### src/sv/vr_pkg.sv
`default_nettype none

package vr_pkg;

  // Fixed-point formats
  localparam int VEC_FRAC_BITS   = 14;
  localparam int RATIO_FRAC_BITS = 12;
  localparam int VEC_W           = 16;
  localparam int RATIO_W         = 16;

  // Intermediate widths, sized so that nothing wraps
  localparam int PROD_W = 2 * VEC_W;                      // inc_k * norm_k
  localparam int NEG_W  = PROD_W + 3;                     // -dot plus rounding half
  localparam int C_W    = (NEG_W - VEC_FRAC_BITS > VEC_FRAC_BITS + 2) ?
                          (NEG_W - VEC_FRAC_BITS) : (VEC_FRAC_BITS + 2);
  localparam int CN_W   = C_W + VEC_W + 1;                // c * norm_k, plus half
  localparam int CNR_W  = CN_W - VEC_FRAC_BITS;
  localparam int S_W    = ((CNR_W > VEC_W) ? CNR_W : VEC_W) + 1;
  localparam int ES_W   = S_W + RATIO_W + 2;              // eta * s, plus half
  localparam int P_W    = ES_W - RATIO_FRAC_BITS;
  localparam int Q_W    = VEC_FRAC_BITS + 3;              // clamped P_k
  localparam int SQ_W   = 2 * Q_W;                        // P_k squared
  localparam int SUM_W  = 2 * VEC_FRAC_BITS + 5;          // P.P
  localparam int K_W    = 2 * VEC_FRAC_BITS + 1;          // 1 - P.P
  localparam int R_W    = VEC_FRAC_BITS + 1;              // rounded root
  localparam int SN_W   = R_W + VEC_W + 2;                // root * norm_k, plus half
  localparam int SNR_W  = SN_W - VEC_FRAC_BITS;
  localparam int D_W    = ((P_W > SNR_W) ? P_W : SNR_W) + 1;

  // Square root pipeline: one result bit per step
  localparam int SQ_ITERS  = VEC_FRAC_BITS + 1;
  localparam int SQ_STEPS  = 3;
  localparam int SQ_STAGES = (SQ_ITERS + SQ_STEPS - 1) / SQ_STEPS;

  typedef logic        [VEC_W-1:0]   vraw_t;
  typedef logic        [RATIO_W-1:0] ratio_t;
  typedef logic signed [PROD_W-1:0]  prod_t;
  typedef logic signed [NEG_W-1:0]   neg_t;
  typedef logic signed [C_W-1:0]     c_t;
  typedef logic signed [CN_W-1:0]    cn_t;
  typedef logic signed [S_W-1:0]     s_t;
  typedef logic signed [ES_W-1:0]    es_t;
  typedef logic signed [P_W-1:0]     p_t;
  typedef logic signed [Q_W-1:0]     q_t;
  typedef logic signed [SQ_W-1:0]    sq_t;
  typedef logic signed [SUM_W-1:0]   sum_t;
  typedef logic        [K_W-1:0]     k_t;
  typedef logic        [K_W:0]       ra_t;
  typedef logic        [R_W-1:0]     rt_t;
  typedef logic signed [SN_W-1:0]    sn_t;
  typedef logic signed [D_W-1:0]     d_t;

  // Constants in the width where they are used
  localparam neg_t C_ONE   = neg_t'(1) <<< VEC_FRAC_BITS;
  localparam neg_t C_HALF  = neg_t'(1) <<< (VEC_FRAC_BITS - 1);
  localparam cn_t  CN_HALF = cn_t'(1) <<< (VEC_FRAC_BITS - 1);
  localparam es_t  ES_HALF = es_t'(1) <<< (RATIO_FRAC_BITS - 1);
  localparam p_t   Q_LIM   = p_t'(1) <<< (VEC_FRAC_BITS + 1);
  localparam sum_t ONE_SQ  = sum_t'(1) <<< (2 * VEC_FRAC_BITS);
  localparam sn_t  SN_HALF = sn_t'(1) <<< (VEC_FRAC_BITS - 1);
  localparam d_t   SAT_HI  = d_t'((1 << (VEC_W - 1)) - 1);
  localparam d_t   SAT_LO  = d_t'(-(1 << (VEC_W - 1)));

  // Index 0 is x, 1 is y, 2 is z
  typedef struct packed {
    vraw_t [2:0] inc;
    vraw_t [2:0] norm;
    ratio_t      eta;
  } ray_t;

  typedef struct packed {
    vraw_t [2:0] inc;
    vraw_t [2:0] norm;
    ratio_t      eta;
    c_t          c;
  } cos_t;

  typedef struct packed {
    p_t    [2:0] p;
    vraw_t [2:0] norm;
    logic        tir;
    k_t          k;
  } perp_t;

  typedef struct packed {
    p_t    [2:0] p;
    vraw_t [2:0] norm;
    logic        tir;
  } rpay_t;

  typedef struct packed {
    p_t    [2:0] p;
    vraw_t [2:0] norm;
    logic        tir;
    rt_t         root;
  } root_t;

  typedef struct packed {
    vraw_t [2:0] v;
    logic        tir;
  } res_t;

endpackage

`default_nettype wire

### src/sv/vr_cosine.sv
`default_nettype none

// Cosine stages: products of incident and normal, then c = min(-I.N, 1)
module vr_cosine (
  input  logic           clk,
  input  logic           rst_n,
  input  logic           in_valid,
  output logic           in_ready,
  input  vr_pkg::ray_t   in_data,
  output logic           out_valid,
  input  logic           out_ready,
  output vr_pkg::cos_t   out_data
);

  logic [1:0]     vld_r;
  logic [1:0]     vin;
  logic [2:0]     rdy;
  vr_pkg::prod_t  prod_r [3];
  vr_pkg::ray_t   ray0_r;
  vr_pkg::ray_t   ray1_r;
  vr_pkg::c_t     c_r;
  vr_pkg::neg_t   negh;
  vr_pkg::neg_t   csh;
  vr_pkg::neg_t   cclamp;

  // Stage advances when empty or when the next one moves
  assign rdy[2] = out_ready;
  assign rdy[1] = !vld_r[1] || rdy[2];
  assign rdy[0] = !vld_r[0] || rdy[1];
  assign vin    = {vld_r[0], in_valid};
  assign in_ready = rdy[0];

  always_ff @(posedge clk) begin
    if (!rst_n) begin
      vld_r <= '0;
    end else begin
      for (int k = 0; k < 2; k++) begin
        if (rdy[k]) begin
          vld_r[k] <= vin[k];
        end
      end
    end
  end

  // Stage 0: three signed products
  always_ff @(posedge clk) begin
    if (rdy[0]) begin
      for (int j = 0; j < 3; j++) begin
        prod_r[j] <= vr_pkg::prod_t'($signed(in_data.inc[j])) *
                     vr_pkg::prod_t'($signed(in_data.norm[j]));
      end
      ray0_r <= in_data;
    end
  end

  // Stage 1: sum, negate, round half up, clamp above at one
  always_comb begin
    negh = vr_pkg::C_HALF - (vr_pkg::neg_t'(prod_r[0]) + vr_pkg::neg_t'(prod_r[1]) +
                             vr_pkg::neg_t'(prod_r[2]));
    csh  = negh >>> vr_pkg::VEC_FRAC_BITS;
    cclamp = (csh > vr_pkg::C_ONE) ? vr_pkg::C_ONE : csh;
  end

  always_ff @(posedge clk) begin
    if (rdy[1]) begin
      c_r    <= vr_pkg::c_t'(cclamp);
      ray1_r <= ray0_r;
    end
  end

  assign out_valid     = vld_r[1];
  assign out_data.inc  = ray1_r.inc;
  assign out_data.norm = ray1_r.norm;
  assign out_data.eta  = ray1_r.eta;
  assign out_data.c    = c_r;

endmodule

`default_nettype wire

### config.mk
export PLATFORM = sky130hd
export DESIGN_NAME = vr_cosine
export DESIGN_NICKNAME = d
export VERILOG_FILES = /design/src/sv/vr_pkg.sv /design/src/sv/vr_cosine.sv
export SDC_FILE = /design/constraint.sdc
export NUM_CORES = 2
export LEC_CHECK = 0
export BUFFER_PORTS_ARGS = -buffer_cell sky130_fd_sc_hd__buf_2
export CORE_MARGIN = 2
export CORE_UTILIZATION = 40
export CTS_CLUSTER_SIZE = 30
export DETAILED_ROUTE_END_ITERATION = 12
export SLEW_MARGIN = 25
export SYNTH_ARGS = -nofsm -noshare
export SYNTH_HDL_FRONTEND = slang
export SYNTH_SLANG_ARGS = --single-unit
export TNS_END_PERCENT = 10
### constraint.sdc
create_clock -name clk -period 12.6 [get_ports clk]
set_clock_uncertainty 0.15 [all_clocks]
set_input_delay 0.63 -clock clk [delete_from_list [all_inputs] [get_ports clk]]
set_output_delay 0.63 -clock clk [all_outputs]
set_load 0.05 [all_outputs]
# [After elaboration in Yosys (flattened, before gate mapping)]
# Memories as Yosys holds them, arrays and structs flattened.
# Cells that the tools add are included.
[totals] n_memories=1 regBits=247 inputBits=116 ramBits=96
[mem_list] name="prod_r" depth=3 width=32 rd=3 rd_clocked_by_memory_dff=0 write_ports=3 line_no="vr_cosine.sv:18" rtl="vr_pkg::prod_t prod_r [3];"
[classes] n_mux=2 reduce_logical=4 addsub=3 n_lt_le_gt_ge=1 multipliers=3
[op_table] operator="$mul A16 B16 Y32" n=3
[op_table] operator="$sub A15 B34 Y35 const A" n=1
[op_table] operator="$add A33 B32 Y34" n=1
[op_table] operator="$add A32 B32 Y33" n=1
[op_table] operator="$gt A21 B16 Y1 const B" n=1
[op_table] operator="$logic_not A1 Y1" n=2
[op_table] operator="$logic_or A1 B1 Y1" n=2
[op_table] operator="$mux W1" n=2

# [Depth between registers and ports, before layout]
[logic_depth] depth_word=5 depth_mapped=24

# [Worst setup path after synthesis]
# Ideal clock, no wire load.
[synth_timing] kind="input-to-reg" from="input port in_data[39] (netlist name)" to="memory prod_r[0][63] (netlist name) (data pin)" cell_stages=23 setup_ns=0.265 t_required_ns=12.185 arrival_ns=6.443 path_slack_ns=5.742 path_cell_list="clkbuf_1 nand2_1 fa_1 inv_1 fa_1 inv_1 fa_1 inv_1 fa_1 fa_1 inv_1 fa_1 inv_1 ha_1 a21o_1 a21o_1 a21o_1 a21o_1 a21o_1 o211a_1 o41a_1 and4_1 or3_1"
[synth_lines] item="from (decl)" line_no="vr_cosine.sv:9" rtl="input vr_pkg::ray_t in_data,"
[synth_lines] item="to (decl)" line_no="vr_cosine.sv:18"

==> results.md <==
- IO Pins: 251
- Routed Antenna Nets: 0
- Wirelength, routed: 99.9 mm
- ANT cells: 0
- Cell variety after synth: 74
- Cells after synthesis: 4,007
- Initial Utilization: 40.2%
- Fraction of the cycle the final worst path needs: 52.9%
- Vias: 27,900
- Final hold violation count: 0
- Critical Path RT: 12,810 ps
- Final GP Congestion: 0.876
- Port-buffer cells: 250
- Vias in the first global route: 30,200
- Clock-pin slew on the worst setup and hold paths: 60 ps
- F_max: 150 MHz
- Top FF cell, synth: edfxtp_1
- Layout cells sized above 1: 8.17%
- Die width: 332 um
- Multi-input gate area: 28,700 sq um
- Hold path depth: 2
- Syn nets: 5,251
- Overall routing resource usage: 18.8%
- Worst Setup End Kind: register
- Vias per cell: 4.94
- Fillers: 10,100
- Post-synth EDFFs: 341
- Pin count of the biggest net entering global routing: 111
- Final setup viols: 0
- Clock latency on the worst-skew pair: 620 ps
- Crit start category: input pin
- Cell count of the worst reg-to-reg path: 13
- First-pass GRT wire length: 163 mm
- Yosys reg bits: 343
- # nets final: 5,457
- PostCTS Resize Cnt: 0
- Row count: 120
- Async SR Flop Fraction: 0%
- Worst Max-Slew Pin Slew: 924 ps
- Cell Area, Synth: 42,900 sq um
- Max Cap Violations: 0
- Commonest non-fill, non-tap cell in the layout: inv_1
- CP arrival: 6870 ps
- Post-route DRC: 0
- Die Y: 332 um
- Worst Path Max Fanout: 17
- Kind of critical path: in -> reg
- Unrepaired setup endpoints after global routing: no
- Min Tclk post-route: 6660 ps
- Grt ovf: 0
- Ys Warns: 0
- Die area: 110,000 sq um
- Bufs on Longest Clock Path: 3
- Relative slew slack: 38.4%
- Drt pass-1 iters: 5
- Detailed Place HPWL: 78.7 mm
- Outcome: finished clean
- CTS tree: done
- Initial antenna violation count: 4
- H-tree lvl count: 2
- Hold Path Class: in -> reg
- Fin util: 44.2%
- Sequential share of the synthesized area: 23.9%
- CTS buffer count: 43
- Root buf cell: clkbuf_16
- Core area: 107,000 sq um
- Final Max Tran Viols: 0
- Highest-count cells in the layout ignoring fill and taps: 940 x inv_1, 817 x fa_1, 407 x nand2_1
- Sum Neg Setup Slack: 0 ps
- CTS sink count: 343
- Initial DRC count: 1,569
- Wire per inst: 17.7 um
- Synth Area per Inst: 10.7 sq um
- Layout area overhead: 9.92%
- Register area: 10,300 sq um
==> area by class of cell <==
cell class                      instances  share of cell area (%)
Multi-Input combinational cell       2615                    60.8
Sequential cell                       343                    21.8
Inverter                              941                    7.50
Tap cell                             1403                    3.72
Timing Repair Buffer                  269                    3.07
Clock buffer                           48                    2.32
Clock inverter                         31                   0.798
==> registers in the layout (all words and copies together) (netlist names) <==
name,count
c_r,21
ray0_r,112
vld_r,2
prod_r,96
out_data,112
==> critical path: stages <==
cell and delay (ps):
buf_2 240, and2_1 250, fa_1 550, inv_1 50
fa_1 480, fa_1 540, inv_1 60, fa_1 440
fa_1 510, inv_1 50, fa_1 470, inv_1 40
ha_1 350, a21o_1 180, a21o_1 180, a2111oi_2 410
o21bai_1 170, a2111oi_2 480, nor4_1 150, o32ai_2 380
o21ai_1 110, xnor2_1 150
==> cells by family (layout without fill, tap and decap cells) <==
kind of cell             count (synthesis)  after routing  share of synthesized area, %
AO/OA/AOI/OAI                          312            312                          4.84
XOR/XNOR                               117            117                          2.39
adder cells (fa/ha/maj)               1128           1128                          47.2
buffers and inverters                 1049           1289                          9.23
flip-flops                             343            343                          23.9
multiplexers                             5              5                         0.131
AND/OR/NAND/NOR                       1053           1053                          12.3
==> synthesized netlist by cell type, types with 10 or more instances <==
library cell,n,area [sq um]
nand4_1,14,87.6
fa_1,817,16400
inv_1,941,3530
edfxtp_1,341,10200
a211oi_1,11,82.6
a21o_1,37,278
clkbuf_1,100,375
nor3_1,27,135
nand3_1,23,115
xnor2_1,87,762
nand2_1,408,1530
o21a_1,14,105
nand2b_1,22,138
a21oi_1,88,440
o21ai_0,56,280
xor2_1,30,263
nor2b_1,13,81.3
o211ai_1,14,105
and3_1,10,62.6
ha_1,311,3890
o21bai_1,21,158
and2_1,386,2410
nor2_1,115,432
a31oi_1,15,93.8
==> path summary, 6_finish.rpt <==
kind	slack (ps)	end	start
hold reg to reg	260	out_data[100]	ray0_r[79]
setup reg to reg	7600	c_r[2]	prod_r[0][12]
hold / removal	80	vld_r[1]	rst_n
setup / recovery	5940	prod_r[0][28]	in_data[72]
==> stage by stage <==
stage / area [sq um] / hold slack (ps) / cells / worst slack [ps]
after detailed placement: 45500 / 255 / 5555 / 5320
after floorplan: 42900 / 250 / 4007 / 5740
final: 47200 / 82.9 / 5650 / 5940
after CTS: 47200 / 23.8 / 5650 / 5980
after global placement: 45500 / 250 / 5555 / 5380
after global routing: 47200 / 52.8 / 5650 / 5610
==> routing by layer <==
metal / track usage (%) / wire [um] / vias to the layer above
met5: 0 / 55 / -
met4: 5.72 / 2960 / 8
met3: 2.67 / 4770 / 165
met2: 31.9 / 49100 / 716
met1: 25.1 / 43000 / 14300
li1: - / - / 12700
==> repair_timing <==
item	CTS	global route
hold endpoints to repair	16	0
buffers inserted	0	0
hold buffers	16	0
Power is left out: the tool's default activity adds up to more than one toggle a clock period on the data nets, which glitch-free logic cannot reach.
