[src/sv/vr_pkg.sv]
`default_nettype none

package vr_pkg;

  // Fixed-point formats
  localparam int VEC_FRAC_BITS   = 14;
  localparam int RATIO_FRAC_BITS = 12;
  localparam int VEC_W           = 16;
  localparam int RATIO_W         = 16;

  // Intermediate widths, sized so that nothing wraps
  localparam int PROD_W = 2 * VEC_W;                      // inc_k * norm_k
  localparam int NEG_W  = PROD_W + 3;                     // -dot plus rounding half
  localparam int C_W    = (NEG_W - VEC_FRAC_BITS > VEC_FRAC_BITS + 2) ?
                          (NEG_W - VEC_FRAC_BITS) : (VEC_FRAC_BITS + 2);
  localparam int CN_W   = C_W + VEC_W + 1;                // c * norm_k, plus half
  localparam int CNR_W  = CN_W - VEC_FRAC_BITS;
  localparam int S_W    = ((CNR_W > VEC_W) ? CNR_W : VEC_W) + 1;
  localparam int ES_W   = S_W + RATIO_W + 2;              // eta * s, plus half
  localparam int P_W    = ES_W - RATIO_FRAC_BITS;
  localparam int Q_W    = VEC_FRAC_BITS + 3;              // clamped P_k
  localparam int SQ_W   = 2 * Q_W;                        // P_k squared
  localparam int SUM_W  = 2 * VEC_FRAC_BITS + 5;          // P.P
  localparam int K_W    = 2 * VEC_FRAC_BITS + 1;          // 1 - P.P
  localparam int R_W    = VEC_FRAC_BITS + 1;              // rounded root
  localparam int SN_W   = R_W + VEC_W + 2;                // root * norm_k, plus half
  localparam int SNR_W  = SN_W - VEC_FRAC_BITS;
  localparam int D_W    = ((P_W > SNR_W) ? P_W : SNR_W) + 1;

  // Square root pipeline: one result bit per step
  localparam int SQ_ITERS  = VEC_FRAC_BITS + 1;
  localparam int SQ_STEPS  = 3;
  localparam int SQ_STAGES = (SQ_ITERS + SQ_STEPS - 1) / SQ_STEPS;

  typedef logic        [VEC_W-1:0]   vraw_t;
  typedef logic        [RATIO_W-1:0] ratio_t;
  typedef logic signed [PROD_W-1:0]  prod_t;
  typedef logic signed [NEG_W-1:0]   neg_t;
  typedef logic signed [C_W-1:0]     c_t;
  typedef logic signed [CN_W-1:0]    cn_t;
  typedef logic signed [S_W-1:0]     s_t;
  typedef logic signed [ES_W-1:0]    es_t;
  typedef logic signed [P_W-1:0]     p_t;
  typedef logic signed [Q_W-1:0]     q_t;
  typedef logic signed [SQ_W-1:0]    sq_t;
  typedef logic signed [SUM_W-1:0]   sum_t;
  typedef logic        [K_W-1:0]     k_t;
  typedef logic        [K_W:0]       ra_t;
  typedef logic        [R_W-1:0]     rt_t;
  typedef logic signed [SN_W-1:0]    sn_t;
  typedef logic signed [D_W-1:0]     d_t;

  // Constants in the width where they are used
  localparam neg_t C_ONE   = neg_t'(1) <<< VEC_FRAC_BITS;
  localparam neg_t C_HALF  = neg_t'(1) <<< (VEC_FRAC_BITS - 1);
  localparam cn_t  CN_HALF = cn_t'(1) <<< (VEC_FRAC_BITS - 1);
  localparam es_t  ES_HALF = es_t'(1) <<< (RATIO_FRAC_BITS - 1);
  localparam p_t   Q_LIM   = p_t'(1) <<< (VEC_FRAC_BITS + 1);
  localparam sum_t ONE_SQ  = sum_t'(1) <<< (2 * VEC_FRAC_BITS);
  localparam sn_t  SN_HALF = sn_t'(1) <<< (VEC_FRAC_BITS - 1);
  localparam d_t   SAT_HI  = d_t'((1 << (VEC_W - 1)) - 1);
  localparam d_t   SAT_LO  = d_t'(-(1 << (VEC_W - 1)));

  // Index 0 is x, 1 is y, 2 is z
  typedef struct packed {
    vraw_t [2:0] inc;
    vraw_t [2:0] norm;
    ratio_t      eta;
  } ray_t;

  typedef struct packed {
    vraw_t [2:0] inc;
    vraw_t [2:0] norm;
    ratio_t      eta;
    c_t          c;
  } cos_t;

  typedef struct packed {
    p_t    [2:0] p;
    vraw_t [2:0] norm;
    logic        tir;
    k_t          k;
  } perp_t;

  typedef struct packed {
    p_t    [2:0] p;
    vraw_t [2:0] norm;
    logic        tir;
  } rpay_t;

  typedef struct packed {
    p_t    [2:0] p;
    vraw_t [2:0] norm;
    logic        tir;
    rt_t         root;
  } root_t;

  typedef struct packed {
    vraw_t [2:0] v;
    logic        tir;
  } res_t;

endpackage

`default_nettype wire

[src/sv/vr_combine.sv]
`default_nettype none

// Result = P - sqrt(k) * N, saturated; zero vector on total reflection
module vr_combine (
  input  logic           clk,
  input  logic           rst_n,
  input  logic           in_valid,
  output logic           in_ready,
  input  vr_pkg::root_t  in_data,
  output logic           out_valid,
  input  logic           out_ready,
  output vr_pkg::res_t   out_data
);

  logic [1:0]     vld_r;
  logic [1:0]     vin;
  logic [2:0]     rdy;
  vr_pkg::sn_t    sn_r [3];
  vr_pkg::p_t     p_r  [3];
  logic           tir_r;
  vr_pkg::d_t     diff [3];
  vr_pkg::res_t   out_r;

  assign rdy[2] = out_ready;
  assign rdy[1] = !vld_r[1] || rdy[2];
  assign rdy[0] = !vld_r[0] || rdy[1];
  assign vin    = {vld_r[0], in_valid};
  assign in_ready = rdy[0];

  always_ff @(posedge clk) begin
    if (!rst_n) begin
      vld_r <= '0;
    end else begin
      for (int k = 0; k < 2; k++) begin
        if (rdy[k]) begin
          vld_r[k] <= vin[k];
        end
      end
    end
  end

  // Stage 0: root (unsigned) times N_k
  always_ff @(posedge clk) begin
    if (rdy[0]) begin
      for (int j = 0; j < 3; j++) begin
        sn_r[j] <= vr_pkg::sn_t'(in_data.root) * vr_pkg::sn_t'($signed(in_data.norm[j]));
        p_r[j]  <= $signed(in_data.p[j]);
      end
      tir_r <= in_data.tir;
    end
  end

  // Stage 1: subtract rounded term, saturate, output register
  always_comb begin
    for (int j = 0; j < 3; j++) begin
      diff[j] = vr_pkg::d_t'(p_r[j]) -
                vr_pkg::d_t'((sn_r[j] + vr_pkg::SN_HALF) >>> vr_pkg::VEC_FRAC_BITS);
    end
  end

  always_ff @(posedge clk) begin
    if (rdy[1]) begin
      for (int j = 0; j < 3; j++) begin
        if (tir_r) begin
          out_r.v[j] <= '0;
        end else if (diff[j] > vr_pkg::SAT_HI) begin
          out_r.v[j] <= vr_pkg::vraw_t'(vr_pkg::SAT_HI);
        end else if (diff[j] < vr_pkg::SAT_LO) begin
          out_r.v[j] <= vr_pkg::vraw_t'(vr_pkg::SAT_LO);
        end else begin
          out_r.v[j] <= vr_pkg::vraw_t'(diff[j]);
        end
      end
      out_r.tir <= tir_r;
    end
  end

  assign out_valid = vld_r[1];
  assign out_data  = out_r;

endmodule

`default_nettype wire

[config.mk]
export PLATFORM = sky130hd
export DESIGN_NAME = vr_combine
export DESIGN_NICKNAME = d
export VERILOG_FILES = /design/src/sv/vr_pkg.sv /design/src/sv/vr_combine.sv
export SDC_FILE = /design/constraint.sdc
export NUM_CORES = 2
export LEC_CHECK = 0
export ABC_AREA = 1
export BUFFER_PORTS_ARGS = -buffer_cell sky130_fd_sc_hd__buf_2
export CAP_MARGIN = 20
export CORE_UTILIZATION = 65
export CTS_CLUSTER_DIAMETER = 80
export DETAILED_ROUTE_END_ITERATION = 10
export HOLD_SLACK_MARGIN = 0.02
export MAX_ROUTING_LAYER = met4
export PLACE_DENSITY = 0.84
export SYNTH_ARGS = -nofsm -noshare
export SYNTH_HDL_FRONTEND = slang
export SYNTH_SLANG_ARGS = --single-unit
[constraint.sdc]
create_clock -name clk -period 7.9 [get_ports clk]
set_input_delay 1.58 -clock clk [delete_from_list [all_inputs] [get_ports clk]]
set_output_delay 1.58 -clock clk [all_outputs]
set_load 0.02 [all_outputs]
# Yosys cells after proc, flatten, opt, wreduce, memory -nomap -nowiden
# Memory sizes are Yosys's and may differ from the RTL's.
# Index checks and enable logic that the tools add are counted.
[word_totals]
mem_bits_rw = 192
inputBits = 161
memories = 2
regBits = 52
elab_cells = 42
[classes]
mul = 3
order_cmp = 6
muxes = 8
reduce_logical = 7
n_addsub = 6
[memory_table]
columns = ["name", "words", "word_bits", "read_ports", "rd_clocked_by_memory_dff", "write_ports", "line", "rtl"]
rows = [
  ["sn_r", 3, 33, 3, 0, 3, "vr_combine.sv:18", "vr_pkg::sn_t sn_r [3];"],
  ["p_r", 3, 31, 3, 0, 3, "vr_combine.sv:19", "vr_pkg::p_t p_r [3];"],
]
[ops]
columns = ["operator", "n"]
rows = [
  ["adder 33 x 15 -> 33 bit (second input constant)", 3],
  ["> comparator 32 x 16 -> 1 bit (second input constant)", 3],
  ["< comparator 32 x 16 -> 1 bit (second input constant)", 3],
  ["multiplier 16 x 16 -> 32 bit", 3],
  ["subtractor 31 x 19 -> 32 bit", 3],
  ["two-way mux 16 bit", 3],
  ["two-way mux 15 bit", 3],
  ["OR reduction 2 bit", 3],
  ["zero test 1 bit", 2],
  ["logical OR 1 bit", 2],
  ["two-way mux 1 bit", 2],
]

# Depth between registers and ports, before layout
# An unclocked memory read counts as a cell.
[depth]
ltp_word = 6
ltp_mapped = 29
mapped_depth_nobuf = 28

# Worst setup path before layout
# OpenSTA, ideal clock, no wires.
[synth_path]
kind = "in2reg"
startpoint = "input in_data[10] in the netlist's numbering"
endpoint = "memory sn_r[0][94] in the netlist's numbering (data pin)"
arrival_ps = 6957
setup_slack_ps = 684
setup_ps = 259
t_required_ps = 7641
path_stages = 22
cell_sequence = "clkbuf_1 buf_1 nand2_1 fa_1 fa_1 fa_1 fa_1 inv_1 fa_1 inv_1 fa_1 inv_1 ha_1 a21oi_1 a21boi_0 o221ai_1 a21oi_1 o31ai_1 a21oi_1 inv_1 a31oi_1 xnor2_1"
[synth_rtl]
columns = ["element", "line", "rtl"]
rows = [
  ["start: declaration", "vr_combine.sv:9", "input vr_pkg::root_t in_data,"],
  ["end: declaration", "vr_combine.sv:18", ""],
]

==> results.md <==
- Clk Tree Root Cell: clkbuf_16
- Synth area leaders: fa_1 28%, edfxtp_1 16%, ha_1 14%, nand2_1 11%, inv_1 11%
- RSZ-0062 raised after global routing: no
- Initial Util: 66.3%
- Syn Nets: 5918
- CP max stage cell: buf_2
- Chip height: 246 microns
- Syn avg cell area: 8.05 sq um
- Die Area: 60400 sq um
- Area grow syn2layout: 6.54%
- Slack of the critical path: 0.649 ns
- Hpwl dp: 76400 microns
- Hold path depth: 2
- Most frequent CP cell: fa_1
- Mapped cell area: 38600 sq um
- Cell area after layout: 41200 sq um
- Fin crit period: 7.25 ns
- CTS Sinks: 202
- Worst R2R End: out_data[1]$_SDFFCE_PP0P_
- Detail Route Antenna Nets: 0
- Yosys warns: 0
- Vias post-DR: 31.3k
- Slew @ Worst Pin: 1.06 ns
- Post-Route WL: 94000 microns
- Delay-heaviest family, CP: adder cells
- Total track usage: 32.6%
- First-pass GRT wire length: 154000 microns
- Top FF cell, synth: edfxtp_1
- Sequential share of the synthesized area: 15.7%
- Worst Setup Start Kind: input port
- CP Depth: 24
- Htree depth: 1
- Post-synthesis cell type count: 59
- WHS Endpoint: vld_r[1]$_SDFFE_PN0P_
- Rows: 88
- Post-CTS setup buffer count: 0
- R2r startpoint: sn_r[0][13]$_DFFE_PP_
- Crit-path max FO: 28
- Pre-Repair DR Iteration Count: 6
- Post-Place Cells: 5679
- CTS Hold Buffers Added: 0
- Overflow after GRT: 0
- Peak VDD IR: 0.605 mV
- TNS Setup: 0 ns
- Placement Setup Slack: 0.197 ns
- Most frequent cell after synthesis: nand2_1
- Mapped Cells: 4800
- Leakage: 23.2 nW
- P per Cell Area: 438 nW/um^2
- Reg2reg setup slack: 3.16 ns
- Post-synth EDFFs: 200
- CP required: 8.18 ns
- Area of the multi-input gates: 27500 sq um
- Die width: 246 microns
- Largest net degree at the start of global routing: 83
- Post-layout nets: 6056
- Worst path buffer plus inverter count: 7
- Core area: 58200 sq um
- Critical path class: in -> reg
- Number of top-level pins: 212
- TritonCTS clock tree: built
- # DRC: 0
- Post-Layout Cell Count: 5720
- Vias in the first global route: 31.6k
- Critical path arrival: 7.53 ns
- Status: complete, no violations
- DR iter-0 viols: 2398
- Worst hold path startpoint: vld_r[0]$_SDFFE_PN0P_
- CTS Buffer Depth: 3
- Final Wtd Congestion: 0.974
- Largest area contributor in the synthesized netlist: fa_1
- Slew headroom: 29.3%
- FF+latch count, synth: 202
- R2r worst-path depth: 25
- Register area: 6050 sq um
- Final hold slack: 0.489 ns
- Clock slew at reported path FFs: 0.07 ns
- Commonest cells in the netlist: 1178 x nand2_1, 1168 x inv_1, 540 x fa_1, 417 x ha_1, 201 x nor2_1
- Peak Freq: 0.138 GHz
- Final period util: 91.8%
- Routed WL per cell: 16.4 microns
- TritonCTS Buffers: 22
- Critical Path Sink Type: flip-flop
- Initial antenna violation count: 2
- Slowest stage delay, CP: 0.56 ns
- Layout cells sized above 1: 9.97%
- Fillers: 4625
- Async S/R FF share, synth: 0%
- # Max-Cap Violations: 0
- Synth top area share: 28.0%
- Clk_lat worst skew: 0.53 ns
- Hold Path Class: reg -> reg
- Vias/cell: 5.47
- Post-placement cell area: 40400 sq um
- Final hold vios: 0
- Critical Path, Cell by Cell: buf_2, buf_4, nand2_1, fa_1, inv_1, fa_1, inv_1, fa_1, inv_1, fa_1, fa_1, inv_1, fa_1, inv_1, ha_1, nand2_1, nor4_1, nand2_1, nand2_1, a21o_1, nand2_1, o211ai_1, a31oi_1, xor2_1
- Slew Viols, Final: 0
- IO buf count: 211
- Post-CTS Resized: 0
- Setup-failing EPs final: 0
- Skew final: 0.00962 ns
==> layout by cell type, fill, tap and decap left out, types with 7 or more instances in the layout <==
master / n
clkbuf_16: 23
o41ai_1: 20
nor2_2: 23
nor2_1: 201
nand3b_1: 20
ha_1: 417
nand3b_2: 10
xor2_1: 114
nor3_1: 17
a21oi_1: 189
a21oi_2: 32
fa_1: 540
nand2_1: 1177
nand3_2: 17
inv_2: 7
o21ai_0: 80
nand2_4: 11
edfxtp_1: 200
nand4_1: 34
nor4_1: 11
buf_4: 44
inv_1: 1168
a21o_1: 19
xnor2_1: 50
o211ai_1: 14
buf_2: 211
nand2_2: 79
o21ai_1: 12
nand3_1: 121
nor2_4: 9
==> power breakdown <==
part	internal [mW]	switching, mW
combinational	5.51	9.11
sequential	2.10	0.229
clock	0.637	0.455
==> worst max-delay path by stage <==
stage / from / end
CTS: in_data[5] / sn_r[0][32]$_DFFE_PP_
floorplan: in_data[10] / sn_r[0][94]$_DFFE_PP_
finish: in_data[5] / sn_r[0][32]$_DFFE_PP_
global route: in_data[6] / sn_r[0][30]$_DFFE_PP_
detailed placement: in_data[5] / sn_r[0][32]$_DFFE_PP_
global placement: in_data[11] / sn_r[0][65]$_DFFE_PP_
==> stage by stage <==
step | total power, mW | utilization (%)
final | 18.0 | 70.7
after global placement | 16.4 | 69.4
after floorplan | 13.1 | -
after detailed placement | 16.8 | 69.4
after global routing | 20.0 | 70.7
after CTS | 18.0 | 70.6
==> routing by layer <==
| metal | up-vias | global-route usage (%) | wire length (microns) | share of wire (%) |
|---|---|---|---|---|
| met5 | - | - | 0 | 0 |
| met4 | 0 | 9.94 | 2840 | 3.0 |
| met3 | 218 | 3.96 | 7890 | 8.4 |
| met2 | 1392 | 53.8 | 44600 | 47 |
| met1 | 14800 | 42.2 | 38700 | 41 |
| li1 | 14800 | - | - | - |
==> layout make-up <==
cell class | instances | area share (%)
Clock buffer | 25 | 1.42
Inverter | 1180 | 10.8
Multi-Input combinational cell | 3272 | 66.8
Tap cell | 765 | 2.33
Sequential cell | 202 | 14.7
Antenna cell | 2 | 0.0122
Timing Repair Buffer | 260 | 3.61
Clock inverter | 14 | 0.417
==> tightest hold or removal path: cells and delay by family, from the launching register on <==
kind / cells / cell delay [ns]
buffers and inverters: 1 / 0.06
AOI/OAI and AO/OA: 1 / 0.06
DFF: 1 / 0.33
==> logic make-up after synthesis <==
family | share of synthesized area [%]
and+or+nand+nor | 19.7
DFF | 15.7
buffers and inverters | 13.3
AOI/OAI and AO/OA | 6.10
xor gates and xnor gates | 3.84
adders and majority gates | 41.5
==> sequential cells by signal, indices dropped and copies added, names as in the netlist <==
register  flops
out_data     49
sn_r         57
tir_r         1
p_r          93
vld_r         2
No activity file was read; power rests on OpenSTA's default activity.
