## src/sv/vr_pkg.sv

```systemverilog
`default_nettype none

package vr_pkg;

  // Fixed-point formats
  localparam int VEC_FRAC_BITS   = 14;
  localparam int RATIO_FRAC_BITS = 12;
  localparam int VEC_W           = 16;
  localparam int RATIO_W         = 16;

  // Intermediate widths, sized so that nothing wraps
  localparam int PROD_W = 2 * VEC_W;                      // inc_k * norm_k
  localparam int NEG_W  = PROD_W + 3;                     // -dot plus rounding half
  localparam int C_W    = (NEG_W - VEC_FRAC_BITS > VEC_FRAC_BITS + 2) ?
                          (NEG_W - VEC_FRAC_BITS) : (VEC_FRAC_BITS + 2);
  localparam int CN_W   = C_W + VEC_W + 1;                // c * norm_k, plus half
  localparam int CNR_W  = CN_W - VEC_FRAC_BITS;
  localparam int S_W    = ((CNR_W > VEC_W) ? CNR_W : VEC_W) + 1;
  localparam int ES_W   = S_W + RATIO_W + 2;              // eta * s, plus half
  localparam int P_W    = ES_W - RATIO_FRAC_BITS;
  localparam int Q_W    = VEC_FRAC_BITS + 3;              // clamped P_k
  localparam int SQ_W   = 2 * Q_W;                        // P_k squared
  localparam int SUM_W  = 2 * VEC_FRAC_BITS + 5;          // P.P
  localparam int K_W    = 2 * VEC_FRAC_BITS + 1;          // 1 - P.P
  localparam int R_W    = VEC_FRAC_BITS + 1;              // rounded root
  localparam int SN_W   = R_W + VEC_W + 2;                // root * norm_k, plus half
  localparam int SNR_W  = SN_W - VEC_FRAC_BITS;
  localparam int D_W    = ((P_W > SNR_W) ? P_W : SNR_W) + 1;

  // Square root pipeline: one result bit per step
  localparam int SQ_ITERS  = VEC_FRAC_BITS + 1;
  localparam int SQ_STEPS  = 3;
  localparam int SQ_STAGES = (SQ_ITERS + SQ_STEPS - 1) / SQ_STEPS;

  typedef logic        [VEC_W-1:0]   vraw_t;
  typedef logic        [RATIO_W-1:0] ratio_t;
  typedef logic signed [PROD_W-1:0]  prod_t;
  typedef logic signed [NEG_W-1:0]   neg_t;
  typedef logic signed [C_W-1:0]     c_t;
  typedef logic signed [CN_W-1:0]    cn_t;
  typedef logic signed [S_W-1:0]     s_t;
  typedef logic signed [ES_W-1:0]    es_t;
  typedef logic signed [P_W-1:0]     p_t;
  typedef logic signed [Q_W-1:0]     q_t;
  typedef logic signed [SQ_W-1:0]    sq_t;
  typedef logic signed [SUM_W-1:0]   sum_t;
  typedef logic        [K_W-1:0]     k_t;
  typedef logic        [K_W:0]       ra_t;
  typedef logic        [R_W-1:0]     rt_t;
  typedef logic signed [SN_W-1:0]    sn_t;
  typedef logic signed [D_W-1:0]     d_t;

  // Constants in the width where they are used
  localparam neg_t C_ONE   = neg_t'(1) <<< VEC_FRAC_BITS;
  localparam neg_t C_HALF  = neg_t'(1) <<< (VEC_FRAC_BITS - 1);
  localparam cn_t  CN_HALF = cn_t'(1) <<< (VEC_FRAC_BITS - 1);
  localparam es_t  ES_HALF = es_t'(1) <<< (RATIO_FRAC_BITS - 1);
  localparam p_t   Q_LIM   = p_t'(1) <<< (VEC_FRAC_BITS + 1);
  localparam sum_t ONE_SQ  = sum_t'(1) <<< (2 * VEC_FRAC_BITS);
  localparam sn_t  SN_HALF = sn_t'(1) <<< (VEC_FRAC_BITS - 1);
  localparam d_t   SAT_HI  = d_t'((1 << (VEC_W - 1)) - 1);
  localparam d_t   SAT_LO  = d_t'(-(1 << (VEC_W - 1)));

  // Index 0 is x, 1 is y, 2 is z
  typedef struct packed {
    vraw_t [2:0] inc;
    vraw_t [2:0] norm;
    ratio_t      eta;
  } ray_t;

  typedef struct packed {
    vraw_t [2:0] inc;
    vraw_t [2:0] norm;
    ratio_t      eta;
    c_t          c;
  } cos_t;

  typedef struct packed {
    p_t    [2:0] p;
    vraw_t [2:0] norm;
    logic        tir;
    k_t          k;
  } perp_t;

  typedef struct packed {
    p_t    [2:0] p;
    vraw_t [2:0] norm;
    logic        tir;
  } rpay_t;

  typedef struct packed {
    p_t    [2:0] p;
    vraw_t [2:0] norm;
    logic        tir;
    rt_t         root;
  } root_t;

  typedef struct packed {
    vraw_t [2:0] v;
    logic        tir;
  } res_t;

endpackage

`default_nettype wire

```

## src/sv/vr_sqrt.sv

```systemverilog
`default_nettype none

// Pipelined digit-by-digit square root of k, rounded to nearest
module vr_sqrt (
  input  logic           clk,
  input  logic           rst_n,
  input  logic           in_valid,
  output logic           in_ready,
  input  vr_pkg::perp_t  in_data,
  output logic           out_valid,
  input  logic           out_ready,
  output vr_pkg::root_t  out_data
);

  logic [vr_pkg::SQ_STAGES:0]   vld_r;
  logic [vr_pkg::SQ_STAGES:0]   vin;
  logic [vr_pkg::SQ_STAGES+1:0] rdy;

  vr_pkg::ra_t    rem_in  [vr_pkg::SQ_STAGES];
  vr_pkg::ra_t    acc_in  [vr_pkg::SQ_STAGES];
  vr_pkg::rpay_t  pay_in  [vr_pkg::SQ_STAGES];
  vr_pkg::ra_t    rem_nxt [vr_pkg::SQ_STAGES];
  vr_pkg::ra_t    acc_nxt [vr_pkg::SQ_STAGES];
  vr_pkg::ra_t    rem_r   [vr_pkg::SQ_STAGES];
  vr_pkg::ra_t    acc_r   [vr_pkg::SQ_STAGES];
  vr_pkg::rpay_t  pay_r   [vr_pkg::SQ_STAGES];
  vr_pkg::root_t  out_r;

  // Bubble-collapsing ready chain
  assign rdy[vr_pkg::SQ_STAGES+1] = out_ready;
  for (genvar k = 0; k <= vr_pkg::SQ_STAGES; k++) begin : g_rdy
    assign rdy[k] = !vld_r[k] || rdy[k+1];
  end
  assign vin      = {vld_r[vr_pkg::SQ_STAGES-1:0], in_valid};
  assign in_ready = rdy[0];

  always_ff @(posedge clk) begin
    if (!rst_n) begin
      vld_r <= '0;
    end else begin
      for (int k = 0; k <= vr_pkg::SQ_STAGES; k++) begin
        if (rdy[k]) begin
          vld_r[k] <= vin[k];
        end
      end
    end
  end

  // Each stage runs a few steps of the shift-subtract recurrence
  for (genvar g = 0; g < vr_pkg::SQ_STAGES; g++) begin : g_stage
    if (g == 0) begin : g_first
      assign rem_in[g]      = vr_pkg::ra_t'(in_data.k);
      assign acc_in[g]      = '0;
      assign pay_in[g].p    = in_data.p;
      assign pay_in[g].norm = in_data.norm;
      assign pay_in[g].tir  = in_data.tir;
    end else begin : g_next
      assign rem_in[g] = rem_r[g-1];
      assign acc_in[g] = acc_r[g-1];
      assign pay_in[g] = pay_r[g-1];
    end

    always_comb begin : step_blk
      vr_pkg::ra_t rem_v;
      vr_pkg::ra_t acc_v;
      vr_pkg::ra_t bit_v;
      int          it;
      rem_v = rem_in[g];
      acc_v = acc_in[g];
      bit_v = '0;
      it    = 0;
      for (int t = 0; t < vr_pkg::SQ_STEPS; t++) begin
        it = g * vr_pkg::SQ_STEPS + t;
        if (it < vr_pkg::SQ_ITERS) begin
          bit_v = vr_pkg::ra_t'(1) << (2 * (vr_pkg::SQ_ITERS - 1 - it));
          if (rem_v >= acc_v + bit_v) begin
            rem_v = rem_v - (acc_v + bit_v);
            acc_v = (acc_v >> 1) + bit_v;
          end else begin
            acc_v = acc_v >> 1;
          end
        end
      end
      rem_nxt[g] = rem_v;
      acc_nxt[g] = acc_v;
    end

    always_ff @(posedge clk) begin
      if (rdy[g]) begin
        rem_r[g] <= rem_nxt[g];
        acc_r[g] <= acc_nxt[g];
        pay_r[g] <= pay_in[g];
      end
    end
  end

  // Last stage: round up when the remainder exceeds the root
  always_ff @(posedge clk) begin
    if (rdy[vr_pkg::SQ_STAGES]) begin
      out_r.p    <= pay_r[vr_pkg::SQ_STAGES-1].p;
      out_r.norm <= pay_r[vr_pkg::SQ_STAGES-1].norm;
      out_r.tir  <= pay_r[vr_pkg::SQ_STAGES-1].tir;
      if (rem_r[vr_pkg::SQ_STAGES-1] > acc_r[vr_pkg::SQ_STAGES-1]) begin
        out_r.root <= vr_pkg::rt_t'(acc_r[vr_pkg::SQ_STAGES-1] + vr_pkg::ra_t'(1));
      end else begin
        out_r.root <= vr_pkg::rt_t'(acc_r[vr_pkg::SQ_STAGES-1]);
      end
    end
  end

  assign out_valid = vld_r[vr_pkg::SQ_STAGES];
  assign out_data  = out_r;

endmodule

`default_nettype wire

```

## config.mk

```make
export PLATFORM = sky130hd
export DESIGN_NAME = vr_sqrt
export DESIGN_NICKNAME = d
export VERILOG_FILES = /design/src/sv/vr_pkg.sv /design/src/sv/vr_sqrt.sv
export SDC_FILE = /design/constraint.sdc
export NUM_CORES = 1
export LEC_CHECK = 0
export ABC_AREA = 1
export BUFFER_PORTS_ARGS = -buffer_cell sky130_fd_sc_hd__buf_2
export CAP_MARGIN = 15
export CORE_UTILIZATION = 55
export CTS_BUF_LIST = sky130_fd_sc_hd__clkbuf_8 sky130_fd_sc_hd__clkbuf_16
export DETAILED_ROUTE_END_ITERATION = 12
export GPL_ROUTABILITY_DRIVEN = 1
export PLACE_DENSITY = 0.88
export SLEW_MARGIN = 20
export SYNTH_ARGS = -nofsm -noshare
export SYNTH_HDL_FRONTEND = slang
export SYNTH_SLANG_ARGS = --single-unit
```

## constraint.sdc

```tcl
create_clock -name clk -period 32.4 [get_ports clk]
set_input_delay 6.48 -clock clk [delete_from_list [all_inputs] [get_ports clk]]
set_output_delay 6.48 -clock clk [all_outputs]
set_load 0.01 [all_outputs]
```

== Yosys cells after proc, flatten, opt, wreduce, memory -nomap -nowiden ==
Memories as Yosys holds them, arrays and structs flattened. A register that Yosys moved wholly into a read port is not among the register bits.
Index checks and enable logic that the tools add are counted.

* Flip-flop bits (word level): 21
* RAM bits: 1010
* Input bits: 175
* Output and inout bits: 159
* Logic and storage cells: 123
* Memories kept: 3

{| class="wikitable"
|+ Memory list
! memory !! depth !! bits a word !! rd ports !! clocked after memory_dff !! wr ports !! line !! source
|-
| pay_r || 5 || 142 || 5 || 1 || 5 || vr_sqrt.sv:26 || <nowiki>vr_pkg::rpay_t pay_r [vr_pkg::SQ_STAGES];</nowiki>
|-
| acc_r || 5 || 30 || 5 || 0 || 5 || vr_sqrt.sv:25 || <nowiki>vr_pkg::ra_t acc_r [vr_pkg::SQ_STAGES];</nowiki>
|-
| rem_r || 5 || 30 || 5 || 0 || 5 || vr_sqrt.sv:24 || <nowiki>vr_pkg::ra_t rem_r [vr_pkg::SQ_STAGES];</nowiki>
|}

* $add $sub $neg: 44
* $lt $le $gt $ge: 16
* Mux-type cells: 41
* Reduce and logical (&&, ||, !) cells: 12

{| class="wikitable"
|+ Operators with widths
! kind !! count
|-
| 30-bit two-way mux || 29
|-
| 30-bit >= comparator || 14
|-
| 30-bit subtractor || 14
|-
| 29-bit by 1-bit adder with 30-bit output (second input constant) || 1
|-
| 29-bit by 11-bit adder with 30-bit output (second input constant) || 1
|-
| 29-bit by 13-bit adder with 30-bit output (second input constant) || 1
|-
| 29-bit by 15-bit adder with 30-bit output (second input constant) || 1
|-
| 29-bit by 17-bit adder with 30-bit output (second input constant) || 1
|-
| 29-bit by 19-bit adder with 30-bit output (second input constant) || 1
|-
| 29-bit by 21-bit adder with 30-bit output (second input constant) || 1
|-
| 29-bit by 23-bit adder with 30-bit output (second input constant) || 1
|-
| 29-bit by 25-bit adder with 30-bit output (second input constant) || 1
|-
| 29-bit by 27-bit adder with 30-bit output (second input constant) || 1
|-
| 29-bit by 3-bit adder with 30-bit output (second input constant) || 1
|-
| 29-bit by 5-bit adder with 30-bit output (second input constant) || 1
|-
| 29-bit by 7-bit adder with 30-bit output (second input constant) || 1
|-
| 29-bit by 9-bit adder with 30-bit output (second input constant) || 1
|-
| 30-bit by 1-bit adder with 30-bit output (second input constant) || 1
|-
| 30-bit by 11-bit adder with 30-bit output (second input constant) || 1
|-
| 30-bit by 13-bit adder with 30-bit output (second input constant) || 1
|-
| 30-bit by 15-bit adder with 30-bit output (second input constant) || 1
|-
| 30-bit by 17-bit adder with 30-bit output (second input constant) || 1
|-
| 30-bit by 19-bit adder with 30-bit output (second input constant) || 1
|-
| 30-bit by 21-bit adder with 30-bit output (second input constant) || 1
|-
| 16 further kinds || 35
|}

== Longest topological paths before layout ==
Gate-level depths: netlist of the first run.
An unclocked memory read counts as a cell.

* Depth after elaboration: 10
* Gate-level depth with buffers: 45
* Depth with buffers taken out: 42

== Least setup slack after synthesis of the first run ==
Ideal clock, no wire load.

* Path type: input to output
* Start point: input out_ready
* End point: output in_ready
* Data arrival time: 25027 ps
* Data required time: 25920 ps
* Slack: 893 ps
* Cell stages on the path: 10
* Path buffers: 0
* Cell sequence: nor2_1 -> inv_1 -> nor2_1 -> inv_1 -> nor2_1 -> inv_1 -> nor2_1 -> inv_1 -> nor2_1 -> nand2_1

* Longest elaborated chain between the ends: 6

{| class="wikitable"
|+ Ends and longest elaborated chain
! item !! line !! source
|-
| start, declared || vr_sqrt.sv:11 || <nowiki>input logic out_ready,</nowiki>
|-
| 1-bit logical OR || vr_sqrt.sv:32 || <nowiki>assign rdy[k] = !vld_r[k] || rdy[k+1];</nowiki>
|-
| net rdy, one bit || vr_sqrt.sv:17 || <nowiki>logic [vr_pkg::SQ_STAGES+1:0] rdy;</nowiki>
|-
| 1-bit logical OR || vr_sqrt.sv:32 ||
|-
| net rdy, one bit || vr_sqrt.sv:17 ||
|-
| 1-bit logical OR || vr_sqrt.sv:32 ||
|-
| net rdy, one bit || vr_sqrt.sv:17 ||
|-
| 1-bit logical OR || vr_sqrt.sv:32 ||
|-
| net rdy, one bit || vr_sqrt.sv:17 ||
|-
| 1-bit logical OR (2 in series) || vr_sqrt.sv:32 ||
|-
| end, declared || vr_sqrt.sv:8 || <nowiki>output logic in_ready,</nowiki>
|}

The timed path passes the listed nets, and every way through them passes these cells.

== Worst setup path in the final report of the first run ==
Same ends and word-level chain as after synthesis.

==> run metrics, run 1 <==
first-pass GRT wire length=163000 µm; DRC Markers=0; Port Buffer Count=~330; crit path DAT=11120 ps; H-tree Lvls=3; via count=between 20k and 30k; WL/cell=between 15 and 20 µm; post-synth net total=4207; Syn Inst Count=3876; vias per cell=5.45; most frequent cells in the layout=1062 x edfxtp_1, 925 x nand2_1, 433 x inv_1; Most Crowded Layer GR=met2; post-synthesis register bit count=1068; number of global-route vias before repair=28.3k; Setup TNS=0 ps; RSZ-0062 raised after global routing=no; worst r2r dst=rem_r[0][120]; drt pass-1 iters=6; Power Dens Cells=95.5 mW/mm²; internal power=3.00 mW; CTS tree=built; P_sw=2.00 mW; core area=roughly 0.083 mm²; number of synthesized flops with an enable pin=1062; worst-margin pin slew=1110 ps; combinational share of power=0.413; status=finished, final reports clean; Non-Filler Instances=5454; R2R setup slack=about 24000 ps; Hold Crit Class=reg -> reg; VDD IR max=roughly 0.066 mV; Post-CTS Resized=0; largest net degree at the start of global routing=123; kind of critical path=in -> out; Post CTS Setup Buffer Count=0; Clock Power Share=0.229; Final Hold Viols=0; fin nets=4617; crit path launch=out_ready; Initial Utilization=0.559; met1 usage=0.338; Die X=292 µm; Fin Clk Skew=35.9 ps; gr ovfl total=0; number of setup violations in the final report=0; synth warn=0; Rel. slew slack=0.260; final wirelength=approximately 110000 µm; GP Congestion=1.00; Period minus WS final=17600 ps; Worst R2R Start=acc_r[0][107]; DRT iter0 DRCs=3050; dpl cells=5254; clk buf depth=3; layout cells sized above 1=0.135; Final ANT Viol Nets=0; Slew Limit Fails=0; clk_lat worst skew=660 ps; met3 Usage GRT=0.0382; CTS root buffer=clkbuf_16; TritonCTS buffer count=100; Max-Cap Viols=0; sequential share of power=0.358; Worst EP required=25920 ps; Rows=105; Sw Ratio=0.400; maximum clock rate=0.0568 GHz; gr usage total=0.254; DP HPWL=81300 µm; Async S/R FF share, synth=0; hold_ws=389 ps; Crit Path Max Fanout=122; # hold bufs at CTS=0; Tcrit/Tclk final=0.543; Seq/Total Area, Yosys=0.693; met2 usage=0.419; Clock Pin Slew Worst Setup and Hold Paths=60 ps; commonest non-fill, non-tap cell in the layout=edfxtp_1; crit path to=in_ready; count of different cell masters after synthesis=57; Leak=approximately 22 nW; Die Height=292 µm; Worst setup SP type=input pin; syn_area_per_cell=11.9 µm²; Reg2Reg Depth=37; Area Growth Syn to Fin=13.4%; die area=0.0852 mm²; top_reg_cell synth=edfxtp_1; Top-Level Pins=334; # clock sinks=1068; synthesized area=~0.046 mm²; initial antenna violation count=21; CP Capture Type=output port
-- per-stage QoR --
step                      instance area [µm²]  setup WS (ps)   util  power (mW)
after floorplan                         46200            893      -        3.26
after global placement                  49100          14880  0.594        3.80
after detailed placement                49100          14700  0.594        3.83
after CTS                               52400          14690  0.634        4.98
after global routing                    52400          14390  0.634        5.32
final                                   52400          14800  0.634        5.01
-- power by group through the flow --
stage	Combinational [mW]	Clock, mW	Sequential [mW]
floorplan	1.48	0	1.79
global placement	1.99	0	1.81
detailed placement	2.01	0	1.82
CTS	2.02	1.17	1.79
global route	2.30	1.22	1.80
finish	2.07	1.15	1.79
-- synth_stat cells, types with 7 or more instances --
cell | n | area (µm²)
a21oi_1 | 134 | 671
nand3b_1 | 25 | 188
buf_4 | 7 | 52.6
nand3_1 | 228 | 1140
or2_2 | 14 | 87.6
nand2_1 | 926 | 3480
xnor2_1 | 45 | 394
ha_1 | 156 | 1950
nor2_1 | 330 | 1240
nand4_1 | 65 | 407
inv_1 | 423 | 1590
o21ai_1 | 9 | 45.0
clkbuf_1 | 12 | 45.0
nor3_1 | 45 | 225
o21a_1 | 13 | 97.6
o21ai_0 | 147 | 736
nand3_2 | 11 | 110
nand2_2 | 23 | 144
nor2_2 | 12 | 75.1
xor2_1 | 87 | 762
a21oi_2 | 7 | 61.3
edfxtp_1 | 1062 | 31900
nor4_1 | 15 | 93.8
-- layer usage --
layer	up-vias	wire, µm
met3	205	7700
li1	14200	-
met4	6	4160
met1	14000	44600
met5	-	46
met2	1221	52400
-- cell type report --
type	instances	area [µm²]
Tap cell	1070	1340
Clock inverter	87	777
Antenna cell	13	32.5
Clock buffer	100	2500
Multi-Input combinational cell	2346	12400
Sequential cell	1068	32000
Inverter	430	1650
Fill cell	6126	30200
Timing Repair Buffer	340	1720
-- critical path, cell delays in order --
cell	delay, ps
buf_2	80
nor2_1	80
inv_6	520
nor2_1	250
inv_8	650
nor2_1	250
inv_8	580
nor2_1	250
inv_8	610
nor2_1	320
nand2_4	630
buf_2	260
-- cell families (layout without fill, tap and decap cells) --
| logic type | after synthesis | after routing | share of synthesized area |
|---|---|---|---|
| other cells | 0 | 13 | 0 |
| simple gates | 1718 | 1718 | 0.160 |
| fa+ha+maj | 156 | 156 | 0.0422 |
| xor+xnor | 132 | 132 | 0.0250 |
| flops | 1068 | 1068 | 0.693 |
| buf+inv | 462 | 957 | 0.0393 |
| mux | 2 | 2 | 0.000433 |
| compound gates | 338 | 338 | 0.0398 |
-- worst min path at each step --
| stage | from | endpoint | slack (ps) | cells after the start |
|---|---|---|---|---|
| floorplan | pay_r[4][85] | out_data[100] | 400 | 0 |
| global placement | pay_r[2][42] | pay_r[3][42] | 400 | 0 |
| detailed placement | pay_r[4][93] | out_data[108] | 400 | 0 |
| CTS | pay_r[2][129] | pay_r[3][129] | 380 | 0 |
| global route | pay_r[2][77] | pay_r[3][77] | 400 | 0 |
| finish | pay_r[1][10] | pay_r[2][10] | 390 | 0 |
-- registers in the layout, indices dropped and copies added, names as in the netlist --
name and flops:
acc_r 45, out_data 157, pay_r 710, rem_r 150
vld_r 6
(Power assumes the default switching activity.)
==> inputs of run 2 (changes only) <==
--- a/config.mk
+++ b/config.mk
@@ -8,11 +8,11 @@
 export ABC_AREA = 1
 export BUFFER_PORTS_ARGS = -buffer_cell sky130_fd_sc_hd__buf_2
 export CAP_MARGIN = 15
-export CORE_UTILIZATION = 55
+export CORE_UTILIZATION = 60
 export CTS_BUF_LIST = sky130_fd_sc_hd__clkbuf_8 sky130_fd_sc_hd__clkbuf_16
 export DETAILED_ROUTE_END_ITERATION = 12
 export GPL_ROUTABILITY_DRIVEN = 1
-export PLACE_DENSITY = 0.88
+export PLACE_DENSITY = 0.9
 export SLEW_MARGIN = 20
 export SYNTH_ARGS = -nofsm -noshare
 export SYNTH_HDL_FRONTEND = slang
==> constraint.sdc (replaced) <==
create_clock -name clk -period 16.41 [get_ports clk]
set_input_delay 3.282 -clock clk [delete_from_list [all_inputs] [get_ports clk]]
set_output_delay 3.282 -clock clk [all_outputs]
set_load 0.01 [all_outputs]
==> run 2 against run 1 <==
Compared with the run above:
- clock skew up 33 ps
- register-to-register slack worse by 16000 ps
- cell count down 0.79%
- largest cell class unchanged
- highest routed layer unchanged
==> run metrics, run 2 (synthesis results as in run 1) <==
VDD IR max=between 0.1 and 0.15 mV; kind of critical path=in -> out; GP Congestion=0.983; final wirelength=116000 µm; gr ovfl total=0; Area Growth Syn to Fin=13.4%; vias per cell=roughly 5.6; Worst setup SP type=input pin; Power, Total=9.78 mW; gr usage total=0.297; WP buf/inv=6; DP HPWL=82300 µm; Final ANT Viol Nets=0; number of setup violations in the final report=0; Rel. slew slack=0.245; # hold bufs at CTS=0; number of global-route vias before repair=29.5k; Largest Register=pay_r; flip-flop count of the largest register after layout=710; drt pass-1 iters=5; Initial Utilization=0.607; Die X=279 µm; final instance area=0.0524 mm²; Hold Crit Class=reg -> reg; crit path DAT=10200 ps; Clock Pin Slew Worst Setup and Hold Paths=70 ps; H-tree Lvls=3; sequential share of power=0.363; DRC Markers=0; WL/cell=approximately 21 µm; via count=roughly 30k; largest net degree at the start of global routing=144; core area=around 0.076 mm²; Slew Limit Fails=0; Fin Clk Skew=69.2 ps; Setup TNS=0 ps; P_sw=3.86 mW; Slowest cell on crit path=clkinvlp_4; TritonCTS buffer count=98; crit-path cells=buf_2 -> nor2_4 -> clkinvlp_4 -> nor2_1 -> clkinvlp_4 -> nor2_1 -> clkinvlp_4 -> nor2_1 -> clkinvlp_4 -> nor2_1 -> nand2_8 -> buf_2; clk_lat worst skew=slightly below 700 ps; Max-Cap Viols=0; fin nets=4618; Rows=101; Clock Power Share=0.232; Crit path max-delay family=buffers and inverters; Crit Path Max Fanout=65; Top-Level Pins=334; clk buf depth=3; CTS root buffer=clkbuf_16; Post CTS Setup Buffer Count=0; Worst EP required=13130 ps; RSZ-0062 raised after global routing=no; Port Buffer Count=approximately 330; worst-margin pin slew=approximately 1100 ps; status=finished, final reports clean; CP Capture Type=output port; Post-CTS Resized=0; # clock sinks=around 1.1k; Power Dens Cells=187 mW/mm²; commonest non-fill, non-tap cell in the layout=edfxtp_1; Period minus WS final=13480 ps; maximum clock rate=between 0.07 and 0.08 GHz; Tcrit/Tclk final=0.822; Sw Ratio=0.395; combinational share of power=0.405; CTS tree=built; initial antenna violation count=24; Max stage delay on crit path=980 ps; post-place instance area=0.0491 mm²; R2R setup slack=approximately 8000 ps; die area=between 0.07 and 0.08 mm²; Final Hold Viols=0; most frequent cells in the layout=1062 x edfxtp_1, 925 x nand2_1, 434 x inv_1; Die Height=about 280 µm; DRT iter0 DRCs=3023; Leak=22.3 nW; layout cells sized above 1=0.132; internal power=5.92 mW; first-pass GRT wire length=173000 µm
run 2: changes by cell type in the layout (fill, tap and decap cells not counted), moves of 2 or more:
cell        delta
buf_4          +2
clkbuf_16      -2
clkinv_1       +8
clkinv_16      +3
clkinv_2      -11
clkinv_8       -2
clkinvlp_4     +3
diode_2        +2
inv_6          -5
inv_8          -6
run 2: power by group through the flow:
stage / logic [mW] / registers (mW) / clock network (mW)
3_3_place_gp: 3.83 / 3.58 / 0
5_1_grt: 4.44 / 3.56 / 2.40
2_1_floorplan: 2.92 / 3.53 / 0
3_5_place_dp: 3.87 / 3.59 / 0
6_report: 3.96 / 3.55 / 2.27
4_1_cts: 3.90 / 3.54 / 2.30
run 2: cell type report:
cell class / count / area, µm²
clock inverters: 81 / 796
well taps: 1030 / 1290
diodes: 15 / 37.5
fillers: 5312 / 23700
inverters: 430 / 1640
repair buffers: 343 / 1750
multi-input cells: 2346 / 12400
clock buffers: 98 / 2450
flip-flops and latches: 1068 / 32000
run 2: worst paths after layout:
kind / from / endpoint / cells past startpoint
worst max-delay path: out_ready / in_ready / 12
worst min-delay path: pay_r[0][49] / pay_r[1][49] / 0
worst max register to register: vld_r[5] / rem_r[0][0] / 13
worst min register to register: pay_r[0][49] / pay_r[1][49] / 0
run 2: metal layers:
layer  routed length [µm]  vias up  global-route usage
met5                   59        -                   0
met4                 5520       10               0.139
met3                 9370      297              0.0544
met2                56700     1392               0.511
met1                44300    14300               0.366
li1                     -    14200                   -
run 2: metrics by stage:
step	setup slack [ps]	utilization	cells	hold slack, ps
after floorplan	-2960	-	3876	400
after global placement	3480	0.645	5217	400
after detailed placement	3140	0.645	5217	405
after CTS	2950	0.688	5396	386
after global routing	2540	0.688	5406	391
final	2930	0.689	5411	391
run 2: worst reg2reg max path, delay by kind of cell, from the launching register on:
family | cells | cell delay [ps]
flops | 1 | 360
buf+inv | 7 | 4620
simple gates | 6 | 2960
